<file path="src/design/cdo_pkg.sv">
// ----------------------------------------------------------------------------
// cdo_pkg: shared types and constants for the calendar date offset core
// Holds the sequencer states, control and status bundles, calendar constants
// and the month length function.
// ----------------------------------------------------------------------------
package cdo_pkg;

    localparam int DAY_W    = 5;
    localparam int MONTH_W  = 4;
    localparam int YEAR_W   = 14;
    localparam int OFFSET_W = 16;
    localparam int ACC_W    = 18;
    localparam int CYC_W    = 9;

    localparam logic [YEAR_W-1:0]  YEAR_MIN   = 14'd1;
    localparam logic [YEAR_W-1:0]  YEAR_MAX   = 14'd9999;
    localparam logic [YEAR_W-1:0]  CYCLE_LEN  = 14'd400;
    localparam logic [CYC_W-1:0]   CYCLE_LAST = 9'd399;
    localparam logic [CYC_W-1:0]   CENTURY_1  = 9'd100;
    localparam logic [CYC_W-1:0]   CENTURY_2  = 9'd200;
    localparam logic [CYC_W-1:0]   CENTURY_3  = 9'd300;
    localparam logic [MONTH_W-1:0] JANUARY    = 4'd1;
    localparam logic [MONTH_W-1:0] FEBRUARY   = 4'd2;
    localparam logic [MONTH_W-1:0] DECEMBER   = 4'd12;
    localparam logic [DAY_W-1:0]   DECEMBER_DAYS = 5'd31;

    localparam logic KIND_ADVANCE = 1'b0;
    localparam logic KIND_RETREAT = 1'b1;

    typedef enum logic [1:0] {
        ST_IDLE,
        ST_PREP,
        ST_WALK,
        ST_FINISH
    } state_t;

    typedef struct packed {
        logic load;
        logic prep_step;
        logic walk_step;
    } ctl_t;

    typedef struct packed {
        logic prep_done;
        logic walk_done;
    } status_t;

    function automatic logic [DAY_W-1:0] month_days(
        input logic [MONTH_W-1:0] month,
        input logic               leap
    );
        logic [DAY_W-1:0] days;
        if (month == FEBRUARY) begin
            days = leap ? 5'd29 : 5'd28;
        end
        else if (month inside {4'd4, 4'd6, 4'd9, 4'd11}) begin
            days = 5'd30;
        end
        else begin
            days = 5'd31;
        end
        return days;
    endfunction

endpackage

</file>
<file path="src/design/cdo_ctrl.sv">
// ----------------------------------------------------------------------------
// cdo_ctrl: sequencer for the calendar date offset core
// Steps through load, year cycle reduction, the month walk and result hand-off.
// ----------------------------------------------------------------------------
module cdo_ctrl
    import cdo_pkg::*;
(
    input  logic    clk,
    input  logic    rst_n,
    input  logic    in_valid,
    input  logic    out_busy,
    input  status_t status,
    output logic    in_ready,
    output logic    out_load,
    output ctl_t    ctl
);

    state_t state_reg;
    state_t state_next;

    always_comb
    begin
        state_next = state_reg;
        case (state_reg)
            ST_IDLE:
            begin
                if (in_valid) begin
                    state_next = ST_PREP;
                end
            end
            ST_PREP:
            begin
                if (status.prep_done) begin
                    state_next = ST_WALK;
                end
            end
            ST_WALK:
            begin
                if (status.walk_done) begin
                    state_next = ST_FINISH;
                end
            end
            ST_FINISH:
            begin
                if (!out_busy) begin
                    state_next = ST_IDLE;
                end
            end
            default:
            begin
                state_next = ST_IDLE;
            end
        endcase
    end

    always_comb
    begin
        in_ready      = 1'b0;
        out_load      = 1'b0;
        ctl.load      = 1'b0;
        ctl.prep_step = 1'b0;
        ctl.walk_step = 1'b0;
        case (state_reg)
            ST_IDLE:
            begin
                in_ready = 1'b1;
                ctl.load = in_valid;
            end
            ST_PREP:
            begin
                ctl.prep_step = !status.prep_done;
            end
            ST_WALK:
            begin
                ctl.walk_step = !status.walk_done;
            end
            ST_FINISH:
            begin
                out_load = !out_busy;
            end
            default:
            begin
                in_ready = 1'b0;
            end
        endcase
    end

    always_ff @(posedge clk or negedge rst_n)
    begin
        if (!rst_n) begin
            state_reg <= ST_IDLE;
        end
        else begin
            state_reg <= state_next;
        end
    end

endmodule

</file>
<file path="src/design/cdo_datapath.sv">
// ----------------------------------------------------------------------------
// cdo_datapath: date registers and shared adder for the calendar date offset
// One signed adder forms the initial day count, reduces the year modulo the
// leap cycle and moves the day count by one month length per step.
// ----------------------------------------------------------------------------
module cdo_datapath
    import cdo_pkg::*;
(
    input  logic                clk,
    input  logic                rst_n,
    input  ctl_t                ctl,
    input  logic                kind,
    input  logic [DAY_W-1:0]    start_day,
    input  logic [MONTH_W-1:0]  start_month,
    input  logic [YEAR_W-1:0]   start_year,
    input  logic [OFFSET_W-1:0] offset_days,
    output status_t             status,
    output logic [DAY_W-1:0]    res_day,
    output logic [MONTH_W-1:0]  res_month,
    output logic [YEAR_W-1:0]   res_year,
    output logic                res_error
);

    logic signed [ACC_W-1:0] day_reg,   day_next;
    logic [MONTH_W-1:0]      month_reg, month_next;
    logic [YEAR_W-1:0]       year_reg,  year_next;
    logic [YEAR_W-1:0]       cyc_reg,   cyc_next;
    logic [DAY_W-1:0]        sday_reg;
    logic [MONTH_W-1:0]      smonth_reg;
    logic [YEAR_W-1:0]       syear_reg;

    logic signed [ACC_W-1:0] add_a, add_b, add_sum;
    logic                    add_sub;

    logic [CYC_W-1:0]   cyc;
    logic               leap;
    logic [DAY_W-1:0]   dim, dim_prev;
    logic               fwd_need, back_need, fwd_err, back_err, range_bad, err;
    logic [MONTH_W-1:0] month_clamped;

    assign cyc  = cyc_reg[CYC_W-1:0];
    assign leap = (year_reg[1:0] == 2'b00) && (cyc != CENTURY_1)
                  && (cyc != CENTURY_2) && (cyc != CENTURY_3);
    assign dim      = month_days(month_reg, leap);
    assign dim_prev = (month_reg == JANUARY) ? DECEMBER_DAYS
                      : month_days(month_reg - 4'd1, leap);

    assign fwd_need  = day_reg > $signed({{(ACC_W-DAY_W){1'b0}}, dim});
    assign back_need = day_reg < $signed(18'sd1);
    assign fwd_err   = fwd_need && (month_reg == DECEMBER) && (year_reg >= YEAR_MAX);
    assign back_err  = !fwd_need && back_need && (month_reg == JANUARY)
                       && (year_reg <= YEAR_MIN);
    assign range_bad = (year_reg == '0) || (year_reg > YEAR_MAX);
    assign err       = fwd_err || back_err || range_bad;

    assign status.prep_done = cyc_reg < CYCLE_LEN;
    assign status.walk_done = !(fwd_need || back_need) || fwd_err || back_err;

    always_comb
    begin
        if (ctl.load) begin
            add_a   = $signed({{(ACC_W-DAY_W){1'b0}}, start_day});
            add_b   = $signed({{(ACC_W-OFFSET_W){1'b0}}, offset_days});
            add_sub = (kind == KIND_RETREAT);
        end
        else if (ctl.prep_step) begin
            add_a   = $signed({{(ACC_W-YEAR_W){1'b0}}, cyc_reg});
            add_b   = $signed({{(ACC_W-YEAR_W){1'b0}}, CYCLE_LEN});
            add_sub = 1'b1;
        end
        else begin
            add_a   = day_reg;
            add_b   = $signed({{(ACC_W-DAY_W){1'b0}}, fwd_need ? dim : dim_prev});
            add_sub = fwd_need;
        end
        add_sum = add_sub ? (add_a - add_b) : (add_a + add_b);
    end

    always_comb
    begin
        if (start_month == '0) begin
            month_clamped = JANUARY;
        end
        else if (start_month > DECEMBER) begin
            month_clamped = DECEMBER;
        end
        else begin
            month_clamped = start_month;
        end
    end

    always_comb
    begin
        day_next   = day_reg;
        month_next = month_reg;
        year_next  = year_reg;
        cyc_next   = cyc_reg;
        if (ctl.load) begin
            day_next   = add_sum;
            month_next = month_clamped;
            year_next  = start_year;
            cyc_next   = start_year;
        end
        else if (ctl.prep_step) begin
            cyc_next = add_sum[YEAR_W-1:0];
        end
        else if (ctl.walk_step) begin
            day_next = add_sum;
            if (fwd_need) begin
                if (month_reg == DECEMBER) begin
                    month_next = JANUARY;
                    year_next  = year_reg + 14'd1;
                    cyc_next   = (cyc == CYCLE_LAST) ? '0
                                 : {{(YEAR_W-CYC_W){1'b0}}, cyc + 9'd1};
                end
                else begin
                    month_next = month_reg + 4'd1;
                end
            end
            else begin
                if (month_reg == JANUARY) begin
                    month_next = DECEMBER;
                    year_next  = year_reg - 14'd1;
                    cyc_next   = (cyc == '0) ? {{(YEAR_W-CYC_W){1'b0}}, CYCLE_LAST}
                                 : {{(YEAR_W-CYC_W){1'b0}}, cyc - 9'd1};
                end
                else begin
                    month_next = month_reg - 4'd1;
                end
            end
        end
    end

    always_ff @(posedge clk)
    begin
        day_reg   <= day_next;
        month_reg <= month_next;
        year_reg  <= year_next;
        cyc_reg   <= cyc_next;
        if (ctl.load) begin
            sday_reg   <= start_day;
            smonth_reg <= start_month;
            syear_reg  <= start_year;
        end
    end

    assign res_error = err;
    assign res_day   = err ? sday_reg   : day_reg[DAY_W-1:0];
    assign res_month = err ? smonth_reg : month_reg;
    assign res_year  = err ? syear_reg  : year_reg;

    a_month_in_range: assert property (@(posedge clk) disable iff (!rst_n)
        ctl.walk_step |-> (month_reg >= JANUARY) && (month_reg <= DECEMBER))
        else $error("month left 1..12 during the walk");

    a_cycle_reduced: assert property (@(posedge clk) disable iff (!rst_n)
        ctl.walk_step |-> cyc_reg < CYCLE_LEN)
        else $error("year cycle position not reduced before the walk");

    a_forward_positive: assert property (@(posedge clk) disable iff (!rst_n)
        (ctl.walk_step && fwd_need) |=> day_reg >= $signed(18'sd1))
        else $error("forward step left a day count below one");

endmodule

</file>
<file path="src/design/calendar_date_offset_core.sv">
// ----------------------------------------------------------------------------
// calendar_date_offset_core: Gregorian date plus or minus a day count
// Moves a date forward or back by up to 65535 days, one month per cycle.
//
// Usage: an item (kind, start date, offset) is taken on the input channel
// when in_valid and in_ready are both high. in_ready is high only while the
// core is idle. The item is loaded, the start year is reduced modulo 400 by
// repeated subtraction, then the date walks one month per cycle through a
// single shared adder until the day count lies within its month.
// One item is in work at a time. The result sits in an output register; the
// core accepts a new item while it waits, and a finished walk holds until the
// register is free. If the result year leaves 1..9999, range_error is set and
// the start date echoed.
// Reset empties the output register and returns the sequencer to idle.
// ----------------------------------------------------------------------------
module calendar_date_offset_core
    import cdo_pkg::*;
(
    input  logic                clk,
    input  logic                rst_n,
    input  logic                in_valid,
    output logic                in_ready,
    input  logic                kind,
    input  logic [DAY_W-1:0]    start_day,
    input  logic [MONTH_W-1:0]  start_month,
    input  logic [YEAR_W-1:0]   start_year,
    input  logic [OFFSET_W-1:0] offset_days,
    output logic                out_valid,
    input  logic                out_ready,
    output logic [DAY_W-1:0]    result_day,
    output logic [MONTH_W-1:0]  result_month,
    output logic [YEAR_W-1:0]   result_year,
    output logic                range_error
);

    ctl_t               ctl;
    status_t            status;
    logic               out_load;
    logic               out_busy;
    logic               out_valid_reg, out_valid_next;
    logic [DAY_W-1:0]   res_day,   day_reg;
    logic [MONTH_W-1:0] res_month, month_reg;
    logic [YEAR_W-1:0]  res_year,  year_reg;
    logic               res_error, error_reg;

    assign out_busy = out_valid_reg && !out_ready;

    cdo_ctrl u_ctrl (
        .clk      (clk),
        .rst_n    (rst_n),
        .in_valid (in_valid),
        .out_busy (out_busy),
        .status   (status),
        .in_ready (in_ready),
        .out_load (out_load),
        .ctl      (ctl)
    );

    cdo_datapath u_datapath (
        .clk         (clk),
        .rst_n       (rst_n),
        .ctl         (ctl),
        .kind        (kind),
        .start_day   (start_day),
        .start_month (start_month),
        .start_year  (start_year),
        .offset_days (offset_days),
        .status      (status),
        .res_day     (res_day),
        .res_month   (res_month),
        .res_year    (res_year),
        .res_error   (res_error)
    );

    always_comb
    begin
        if (out_load) begin
            out_valid_next = 1'b1;
        end
        else if (out_ready) begin
            out_valid_next = 1'b0;
        end
        else begin
            out_valid_next = out_valid_reg;
        end
    end

    always_ff @(posedge clk or negedge rst_n)
    begin
        if (!rst_n) begin
            out_valid_reg <= 1'b0;
        end
        else begin
            out_valid_reg <= out_valid_next;
        end
    end

    always_ff @(posedge clk)
    begin
        if (out_load) begin
            day_reg   <= res_day;
            month_reg <= res_month;
            year_reg  <= res_year;
            error_reg <= res_error;
        end
    end

    assign out_valid    = out_valid_reg;
    assign result_day   = day_reg;
    assign result_month = month_reg;
    assign result_year  = year_reg;
    assign range_error  = error_reg;

endmodule
</file>
<file path="config.mk">
export PLATFORM = sky130hd
export DESIGN_NAME = calendar_date_offset_core
export DESIGN_NICKNAME = d
export VERILOG_FILES = /design/src/design/cdo_pkg.sv /design/src/design/cdo_ctrl.sv /design/src/design/cdo_datapath.sv /design/src/design/calendar_date_offset_core.sv
export SDC_FILE = /design/constraint.sdc
export NUM_CORES = 1
export LEC_CHECK = 0
export BUFFER_PORTS_ARGS = -buffer_cell sky130_fd_sc_hd__buf_4
export CAP_MARGIN = 15
export CORE_UTILIZATION = 50
export DETAILED_ROUTE_END_ITERATION = 12
export HOLD_SLACK_MARGIN = 0.08
export PLACE_DENSITY = 0.79
export SYNTH_ARGS = -nofsm -noshare
export SYNTH_HDL_FRONTEND = slang
export SYNTH_SLANG_ARGS = --single-unit
</file>
<file path="constraint.sdc">
create_clock -name clk -period 6.4 [get_ports clk]
set_input_delay 0.32 -clock clk [delete_from_list [all_inputs] [get_ports clk]]
set_output_delay 0.32 -clock clk [all_outputs]
set_load 0.03 [all_outputs]
</file>
# Word level (Yosys, flattened, before mapping)
# Index checks and enable logic that the tools add are counted.
[totals]
ff_bits = 100
inputBits = 44
out_inout_bits = 26
wordCells = 145
[op_classes]
add_sub_neg = 8
order_cmp = 7
n_eq_ne = 26
muxes = 54
reduce_logical = 37
[ops]
columns = ["op", "n"]
rows = [
  ["$mux 14", 13],
  ["$mux 18", 7],
  ["$mux 4", 9],
  ["$mux 9", 3],
  ["$mux 5", 5],
  ["$eq 4x4->1 const B", 5],
  ["$add 18x18->18", 1],
  ["$gt 18x6->1", 1],
  ["$lt 18x2->1 const B", 1],
  ["$sub 18x18->18", 1],
  ["$eq 4x3->1 const B", 4],
  ["$add 14x1->14 const B", 1],
  ["$ge 14x14->1 const B", 1],
  ["$gt 14x14->1 const B", 1],
  ["$le 14x1->1 const B", 1],
  ["$logic_not 14->1", 1],
  ["$lt 14x9->1 const B", 1],
  ["$sub 14x1->14 const B", 1],
  ["$mux 1", 12],
  ["$reduce_bool 4->1", 3],
  ["$add 9x1->9 const B", 1],
  ["$eq 9x9->1 const B", 1],
  ["$logic_and 1x1->1", 9],
  ["$logic_not 9->1", 1],
  ["other kinds (26)", 48],
]

# Depth between registers and ports, before layout
# Gate-level depths: netlist of run 1.
[logic_depth]
depth_word = 17
depth_mapped = 28
mapped_depth_nobuf = 26

# Cells and area by module
# A second synthesis of run 1 with hierarchy kept.
[unflattened]
hier_cells = 692
hier_area_um2 = 7008.0
[by_module_without_submodules]
columns = ["module", "instances", "cells_per_inst", "area_per_inst_um2", "seq_area_each_um2"]
rows = [
  ["cdo_datapath", 1, 645, 6044.5, 2192.1],
  ["calendar_date_offset_core", 1, 27, 765.7, 745.7],
  ["cdo_ctrl", 1, 20, 197.7, 50.0],
]

# Least setup slack after synthesis of run 1
# Ideal clock, no wire load.
[synth_timing]
kind = "reg2reg"
start = "reg u_datapath.cyc_reg[8]"
end = "reg u_datapath.cyc_reg[13], data pin"
setup_time_ns = 0.256
t_arrival_ns = 5.390
required_ns = 6.144
slack_ns = 0.753
path_stages_with_launch = 22
n_path_buf = 1
synth_period_minus_slack_ns = 5.647
cell_sequence = "edfxtp_1 > clkbuf_1 > or4b_2 > a221oi_1 > nor2_1 > o31a_1 > ha_1 > nand2b_1 > a221o_1 > a21oi_2 > nand2_1 > a32oi_1 > ha_1 > nor3b_1 > o221ai_1 > ha_1 > or3_1 > a211o_1 > o21ai_0 > o21ai_0 > xor2_1 > a22o_1"
[synth_between]
elab_chain_cells = 14
word_cells_on_any_way = 28
classes_between = "add/sub: 2; order compare: 2; eq/ne: 3; mux: 17; reduce/logical: 4"
[synth_lines]
columns = ["item", "line_no", "rtl"]
rows = [
  ["start, declared", "cdo_datapath.sv:27", "logic [YEAR_W-1:0] cyc_reg, cyc_next;"],
  ["start signal, assigned", "cdo_datapath.sv:139", "cyc_reg <= cyc_next;"],
  ["$ne 9x7->1", "cdo_datapath.sv:42", "assign leap = (year_reg[1:0] == 2'b00) && (cyc != CENTURY_1)"],
  ["$logic_and 1x1->1", "cdo_datapath.sv:42", ""],
  ["$logic_and 1x1->1 (2 in a row)", "cdo_datapath.sv:43", "&& (cyc != CENTURY_2) && (cyc != CENTURY_3);"],
  ["$mux 1", "cdo_pkg.sv:54", "days = leap ? 5'd29 : 5'd28;"],
  ["$mux 5", "cdo_pkg.sv:53", "if (month == FEBRUARY) begin"],
  ["$gt 18x6->1 or $mux 5 (tied branches)", "cdo_datapath.sv:48, cdo_datapath.sv:45", ""],
  ["$mux 5", "cdo_datapath.sv:73", "add_b = $signed({{(ACC_W-DAY_W){1'b0}}, fwd_need ? dim : dim_prev});"],
  ["$mux 9", "cdo_datapath.sv:66", "else if (ctl.prep_step) begin"],
  ["$mux 18", "cdo_datapath.sv:61", "if (ctl.load) begin"],
  ["$add 18x18->18 or $sub 18x18->18 (tied branches)", "cdo_datapath.sv:76", "add_sum = add_sub ? (add_a - add_b) : (add_a + add_b);"],
  ["$mux 18 *", "cdo_datapath.sv:76", ""],
  ["net u_datapath.add_sum[13]", "cdo_datapath.sv:32", "logic signed [ACC_W-1:0] add_a, add_b, add_sum;"],
  ["$mux 14 *", "cdo_datapath.sv:104", "else if (ctl.prep_step) begin"],
  ["$mux 14 *", "cdo_datapath.sv:98", "if (ctl.load) begin"],
  ["net u_datapath.cyc_next[13]", "cdo_datapath.sv:27", ""],
]
# The timed path passes the listed nets; every way through them passes the cells marked *. The select of a mux whose other input is x is not followed.
# A chain may end at the register's enable or synchronous reset.

# Final worst setup path of run 1
[layout_timing]
start = "reg u_datapath.cyc_reg[3]"
end = "reg u_datapath.cyc_reg[12], data pin"
# Same word-level chain as after synthesis.

==> out/qor.csv, run 1 <==
metric;value;unit
status;finished clean;
grt_pass1_vias;5987;
slew_violations;0;
dp_hpwl;14.31;mm
drc;0;
relSlewSlack;0.2427;
seqCellArea;2988;um2
synth_area_per_cell;9.674;um2
ant_nets;0;
cp.required;6.52;ns
fin_ws;0.2969;ns
synth-edff-count;97;
gr-total-overflow;0;
wirelength;19.64;mm
cts_tree;yes;
fillCellCount;1144;
die_y;119.7;um
finalHoldViolCount;0;
vias_per_cell;6.435;
layout_common_cells;edfxtp_1, nand2_1, buf_4;
synth_seq_cells;100;
wl_met2;9.448;mm
syn-cell-area;6927;um2
timing.hold.ws;0.1455;ns
rsz0062_at_grt;yes;
htreeDepth;3;
synth_cell_type_count;72;
synthCells;716;
drtIter0Drc;788;
largest_reg_flops;18;
grt_pass1_wl;31.20;mm
insertion_delay;0.36;ns
synthFlopType;edfxtp_1;
rows;42;
core-area;13400;um2
grt_use_total;0.2808;
finalNetCount;861;
wl_met1;7.895;mm
cp.arrival;6.22;ns
final_layout_size_suffix_gt1_frac;0.1726;
ios;70;
tightest_slew;1.133;ns
highest_layer;met4;
reg2reg_depth;21;
min_period;6.103;ns
multi_input_area;3709;um2
endpoint_kind;flop;
vias;6165;
synth_seq_area_share;0.4314;
yosysWarnings;0;
drv_cap;0;
path_class;flop to flop;
critPathLaunchType;flop;
start_util;0.5169;
dp_slack;0.3008;ns
critPathLaunch;u_datapath.cyc_reg[3];
area_growth;15.62;%
grt_max_degree;49;
dieArea;14330;um2
placed_area;7610;um2
fmax;0.1639;GHz
cp_max_fo;8;
cts.reportedPaths.clkPinSlew;0.08;ns
hp-class;input pin to flop;
dr_wl_met3;1.557;mm
clock-sinks;100;
cts.path.max_buffers;2;
syn_nets;800;
fp.dieW;119.7;um
final_common_cell;edfxtp_1;
min_from;start_day[1];
finalSetupTns;0;ns
portBuffers;69;
period_share;0.9536;
final_area;8009;um2
cts-root-buf;clkbuf_16;
ys_async_sr_fraction;0.03000;
antenna_found_initial;0;
setup_viol;0;
routedWlPerCell;20.50;um
hold_depth;1;
crit-reg2reg-launch;u_datapath.cyc_reg[3];
diodes;0;
globalplace.congestion;1.007;
cts_buffers;9;
finalClockSkew;0.01086;ns
dr.pass1.iters;8;
## logic make-up (layout without fill, tap and decap cells)
kind of cell | after synthesis | count (layout) | share of synthesized area
compound gates | 190 | 190 | 0.1846
xor+xnor | 43 | 43 | 0.05437
fa+ha+maj | 40 | 40 | 0.07334
buf+inv | 59 | 125 | 0.03450
simple gates | 252 | 252 | 0.1718
mux | 32 | 32 | 0.05004
flops | 100 | 100 | 0.4314
## worst max-delay path, stage by stage (launching register included)
cell	delay, ns
edfxtp_1	0.44
inv_1	0.12
or4b_2	0.66
a221oi_2	0.34
nor2_1	0.13
o31a_1	0.26
ha_1	0.28
a221o_1	0.41
a21o_1	0.29
nor2_1	0.19
o311ai_1	0.17
o211a_1	0.18
ha_1	0.21
a21oi_1	0.16
xor2_1	0.15
o21ai_0	0.09
ha_1	0.26
or3_1	0.42
or3_1	0.38
a31oi_1	0.35
xnor2_1	0.15
a22o_1	0.21
## timing repair
action	in CTS	in global routing
setup endpoints to repair	0	9
setup buffers	0	1
gates resized for setup	0	3
endpoints found under the hold margin	3	0
hold buffers	1	0
## cell usage after synthesis (17+ instances only)
library cell  count  share of area
xor2_1           21          0.027
ha_1             39          0.070
a21oi_1          42          0.030
o21ai_0          49          0.035
inv_1            25          0.014
nand3_1          19          0.014
mux2_2           21          0.034
nor2_1           55          0.030
nand2_1          94          0.051
edfxtp_1         97           0.42
clkbuf_1         21          0.011
xnor2_1          22          0.028
nor3_1           17          0.012
## through the flow
step           utilization  cells
6_report            0.5977    958
5_1_grt             0.5977    958
4_1_cts             0.5944    956
3_5_place_dp        0.5679    939
3_3_place_gp        0.5679    939
2_1_floorplan            -    716
## routing by layer
metal / GRT usage / vias to the layer above
li1: - / 2793
met1: 0.3593 / 2941
met2: 0.4650 / 361
met3: 0.04658 / 70
met4: 0.1289 / 0
met5: 0 / -
## area by class of cell
class,count,share of cell area
clock buffer,9,0.02812
sequential,100,0.3731
timing repair buffer,84,0.08155
clock inverter,7,0.01500
tap,176,0.02750
inverter,25,0.01172
multi-input combinational,557,0.4631
## path summary, 6_finish.rpt
path	endpoint	slack [ns]
max reg2reg	u_datapath.cyc_reg[12]	0.30
min	u_datapath.sday_reg[1]	0.15
min in group asynchronous	u_ctrl.state_reg[1]	0.28
max	u_datapath.cyc_reg[12]	0.30
min reg2reg	out_valid	0.53
max in group asynchronous	out_valid	6.03
Power of run 1 is not shown: default switching activity piles up to over one toggle a cycle in this logic, so the estimate is an artifact.
==> inputs of run 2 (changes only) <==
--- a/config.mk
+++ b/config.mk
@@ -5,6 +5,7 @@
 export SDC_FILE = /design/constraint.sdc
 export NUM_CORES = 1
 export LEC_CHECK = 0
+export ABC_AREA = 1
 export BUFFER_PORTS_ARGS = -buffer_cell sky130_fd_sc_hd__buf_4
 export CAP_MARGIN = 15
 export CORE_UTILIZATION = 50
==> run 2 against run 1 <==
Die area rose by 3.5%. Core utilization fell by 1.4 points. Global-route usage fell by 3.2 points. Sequential share of layout area fell by 0.58 points. Non-clock buffer count fell by 9. Area after synthesis rose by 3.5%. First-iteration DRC count fell by 34%. Worst hold slack got worse by 0.0048 ns. Via count barely moved. Clock skew fell by 0.00090 ns. Setup slack improved by 0.40 ns. Critical path type unchanged.
==> out/qor.csv, run 2 <==
metric;value;unit
ys_async_sr_fraction;0.03000;
grt_pass1_vias;5662;
seqCellArea;2988;um2
dp_hpwl;13.46;mm
layout_common_cells;nand2_1, inv_1, edfxtp_1;
vias_per_cell;5.512;
fmax;0.1754;GHz
drtIter0Drc;523;
finalHoldViolCount;0;
wirelength;17.58;mm
cp.arrival;5.82;ns
synth.area.mux_share;0;
period_share;0.8908;
ys_top_cells_by_count;nand2_1, inv_1, edfxtp_1;
fp.dieW;121.8;um
core-area;13930;um2
ant_nets;0;
synth_top_area_cell;edfxtp_1;
cp_slowest_cell;nor4_1;
endpoint_kind;flop;
cp.required;6.52;ns
grt_use_total;0.2484;
finalNetCount;1017;
start_util;0.5147;
grt_max_degree;50;
grt_pass1_wl;28.35;mm
cp_max_fo;26;
synth_area_per_cell;8.234;um2
synth_seq_cells;100;
synth_top_cell_area_share;0.4061;
status;finished clean;
yosysWarnings;0;
dieArea;14830;um2
min_period;5.701;ns
cts_buffers;9;
globalplace.congestion;0.9197;
fillCellCount;1291;
cts.path.max_buffers;2;
gr-total-overflow;0;
ctsResizeCount;0;
final_common_cell;nand2_1;
synth.most_common_cell;nand2_1;
synth_area_leaders;edfxtp_1, nand2_1, ha_1;
diodes;0;
final_layout_size_suffix_gt1_frac;0.1546;
rows;43;
multi_input_area;3617;um2
vias;6162;
synth_cell_type_count;54;
routedWlPerCell;15.72;um
htreeDepth;3;
critPathLaunchType;flop;
synth_top_family_by_area;simple AND/OR/NAND/NOR gates;
finalClockSkew;0.009957;ns
synth_compound_area_frac;0.1249;
clock-sinks;100;
synthFlopType;edfxtp_1;
synthCells;871;
cts-root-buf;clkbuf_16;
synth_fa_ha_area_frac;0.07083;
drv_cap;0;
timing.hold.ws;0.1406;ns
synth_xor_area_frac;0.05112;
portBuffers;69;
setup_viol;0;
antenna_found_initial;0;
cts_tree;yes;
slowest_delay;0.50;ns
crit_top_cell;nand2_1;
slew_violations;0;
finalSetupTns;0;ns
syn_nets;955;
rsz0062_at_grt;no;
path_class;flop to flop;
synth_seq_area_share;0.4166;
tightest_slew;1.100;ns
synth_simple_gate_area_frac;0.2558;
drc;0;
ios;70;
largest_reg_flops;18;
relSlewSlack;0.2652;
cts.reportedPaths.clkPinSlew;0.08;ns
insertion_delay;0.36;ns
synth-edff-count;97;
dr.pass1.iters;5;
die_y;121.8;um
syn-cell-area;7172;um2
hp-class;input pin to flop;
area_growth;13.43;%
[run 2: cell types whose count changed in the layout (fill, tap and decap cells not counted), sizes merged, moves of 13 or more]
| cell | previous run | this run |
|---|---|---|
| and3 | 13 | 0 |
| inv | 27 | 117 |
| mux2 | 21 | 0 |
| nand2 | 95 | 242 |
| nand3 | 19 | 49 |
| nand4 | 6 | 21 |
| o21ai | 49 | 69 |
| xnor2 | 22 | 7 |
| xor2 | 21 | 34 |
[run 2: through the flow]
step | area (um2) | worst slack [ns] | util | instances
after floorplan | 7172 | 1.705 | - | 871
after global placement | 7812 | 0.8240 | 0.5607 | 1101
after detailed placement | 7812 | 0.7472 | 0.5607 | 1101
after CTS | 8135 | 0.7204 | 0.5838 | 1118
after global routing | 8135 | 0.05019 | 0.5838 | 1118
final | 8135 | 0.6990 | 0.5838 | 1118
[run 2: timing repair]
item	CTS	global route
hold buffers	1	0
endpoints found under the hold margin	3	0
setup buffers	0	0
[run 2: routing by layer]
metal,share of wire,track usage
met4,0.023,0.09105
met1,0.44,0.3301
met5,0,0
met2,0.48,0.4128
met3,0.058,0.03277
[run 2: cells by family (layout without fill, tap and decap cells)]
group / after synthesis / after routing
xor gates and xnor gates: 41 / 41
DFF: 100 / 100
buffers and inverters: 137 / 204
AOI/OAI and AO/OA: 141 / 141
adders and majority gates: 40 / 40
and+or+nand+nor: 412 / 412
[run 2: area by class of cell]
class / count / share of cell area
clock buffers: 9 / 0.02768
clock inverters: 7 / 0.01077
inverters: 113 / 0.05245
multi-input cells: 634 / 0.4446
flip-flops and latches: 100 / 0.3673
well taps: 180 / 0.02768
repair buffers: 75 / 0.06952
[run 2: path summary, 6_finish.rpt]
kind                       slack (ns)                       end  cells past startpoint                    from
max reg2reg                      0.70    u_datapath.day_reg[17]                     40   u_datapath.cyc_reg[0]
max in group asynchronous        6.02       u_ctrl.state_reg[1]                      2                   rst_n
min                              0.14  u_datapath.syear_reg[10]                      1          start_year[10]
min in group asynchronous        0.29                 out_valid                      2                   rst_n
min reg2reg                      0.53             result_day[1]                      2  u_datapath.sday_reg[1]
max                              0.70    u_datapath.day_reg[17]                     40   u_datapath.cyc_reg[0]
[run 2: critical path, delay by kind of cell, from the launching register on]
| family | cells | cell delay (ns) |
|---|---|---|
| buf+inv | 8 | 0.84 |
| fa+ha+maj | 4 | 0.90 |
| compound gates | 2 | 0.47 |
| simple gates | 25 | 2.70 |
| xor+xnor | 1 | 0.15 |
| flops | 1 | 0.42 |
Power of run 2 is left out for the same reason.
==> inputs of run 3 (changes only) <==
--- a/config.mk
+++ b/config.mk
@@ -12,6 +12,7 @@
 export DETAILED_ROUTE_END_ITERATION = 12
 export HOLD_SLACK_MARGIN = 0.08
 export PLACE_DENSITY = 0.79
+export REMOVE_ABC_BUFFERS = 1
 export SYNTH_ARGS = -nofsm -noshare
 export SYNTH_HDL_FRONTEND = slang
 export SYNTH_SLANG_ARGS = --single-unit
==> run 3 against run 2 <==
Non-clock buffer count unchanged. Via count decreased by 0.29%. Register-to-register slack about the same. Largest cell class unchanged.
==> out/qor.csv, run 3 (same netlist as run 2, synthesis figures left out) <==
metric;value;unit
cts.path.max_buffers;2;
final_layout_size_suffix_gt1_frac;0.1526;
gr-total-overflow;0;
hp-class;input pin to flop;
finalNetCount;1017;
dp_hpwl;13.49;mm
cts-root-buf;clkbuf_16;
critPathLaunch;u_datapath.cyc_reg[0];
cp_max_fo;26;
insertion_delay;0.35;ns
r2r_slack;0.68;ns
slew_violations;0;
cp.arrival;5.83;ns
core-area;13930;um2
relSlewSlack;0.3042;
vias_per_cell;5.500;
post_cts.repair.setup_buffers;0;
status;finished clean;
crit-reg2reg-launch;u_datapath.cyc_reg[0];
grt_pass1_vias;5790;
min_period;5.715;ns
final_common_cell;nand2_1;
final_cells;1117;
finalSetupTns;0;ns
largest_reg_flops;18;
fmax;0.1750;GHz
min_from;start_year[6];
routedWlPerCell;15.90;um
period_share;0.8930;
drv_cap;0;
vias;6144;
endpoint_kind;flop;
drtIter0Drc;625;
wirelength;17.76;mm
ant_nets;0;
grt_max_degree;49;
die_y;121.8;um
cp_slowest_cell;edfxtp_1;
clock-sinks;100;
rsz0062_at_grt;no;
area_growth;13.08;%
ios;70;
portBuffers;69;
finalHoldViolCount;0;
globalplace.congestion;0.8947;
placed_cells;1101;
tightest_slew;1.041;ns
rows;43;
crit_top_cell;nand2_1;
critPathLaunchType;flop;
htreeDepth;3;
dr.pass1.iters;5;
cts_tree;yes;
path_class;flop to flop;
setup_viol;0;
dieArea;14830;um2
fp.dieW;121.8;um
grt_use_total;0.2501;
start_util;0.5147;
antenna_found_initial;0;
finalClockSkew;0.008372;ns
cts_buffers;9;
diodes;0;
slowest_delay;0.42;ns
cp.required;6.51;ns
cts.reportedPaths.clkPinSlew;0.07;ns
layout_common_cells;nand2_1, inv_1, edfxtp_1;
grt_pass1_wl;28.35;mm
drc;0;
run 3: cell count changes in the layout (fill, tap and decap cells not counted), sizes merged:
cell | before | now
inv | 117 | 113
clkinv | 2 | 4
clkbuf | 9 | 10
run 3: metrics by stage:
stage	area, um2	hold WS (ns)	util	setup slack, ns
floorplan	7019	0.02441	-	1.427
CTS	8104	0.1394	0.5816	0.5999
finish	8110	0.1517	0.5820	0.6847
global route	8110	0.1394	0.5820	0.02857
global placement	7812	0.1116	0.5607	0.7760
detailed placement	7812	0.1171	0.5607	0.6675
run 3: cell type report:
type	count	area, um2
multi-input combinational	634	3623
clock inverter	5	52.55
clock buffer	10	229.0
fill	1296	5824
timing repair buffer	75	565.5
inverter	113	426.7
sequential	100	2988
tap	180	225.2
run 3: worst max-delay path: cells and delay by family (launching register included):
| family | cells | cell delay [ns] |
|---|---|---|
| AND/OR/NAND/NOR | 25 | 2.62 |
| AO/OA/AOI/OAI | 2 | 0.48 |
| flip-flops | 1 | 0.42 |
| XOR/XNOR | 1 | 0.15 |
| adder cells (fa/ha/maj) | 4 | 0.90 |
| buffers and inverters | 8 | 0.87 |
run 3: worst paths after layout:
path / end / cells past startpoint
setup / recovery: u_datapath.day_reg[17] / 40
hold / removal: u_datapath.syear_reg[6] / 1
setup reg to reg: u_datapath.day_reg[17] / 40
hold reg to reg: result_day[1] / 2
max in group asynchronous: u_ctrl.state_reg[1] / 2
min in group asynchronous: out_valid / 2
run 3: routing by layer:
| layer | share of wire | vias to the layer above | wire length, um | global-route usage |
|---|---|---|---|---|
| met5 | 0 | - | 0 | 0 |
| met3 | 0.068 | 36 | 1206 | 0.05712 |
| met4 | 0.023 | 0 | 405 | 0.08873 |
| li1 | - | 3060 | - | - |
| met1 | 0.44 | 2829 | 7782 | 0.3270 |
| met2 | 0.47 | 219 | 8370 | 0.4050 |
run 3: repair_timing:
item                                   4_1_cts  5_1_grt
resized for setup                            0        1
setup endpoints to repair                    0        1
endpoints found under the hold margin        3        0
hold buffers                                 1        0
Power of run 3 is left out for the same reason.
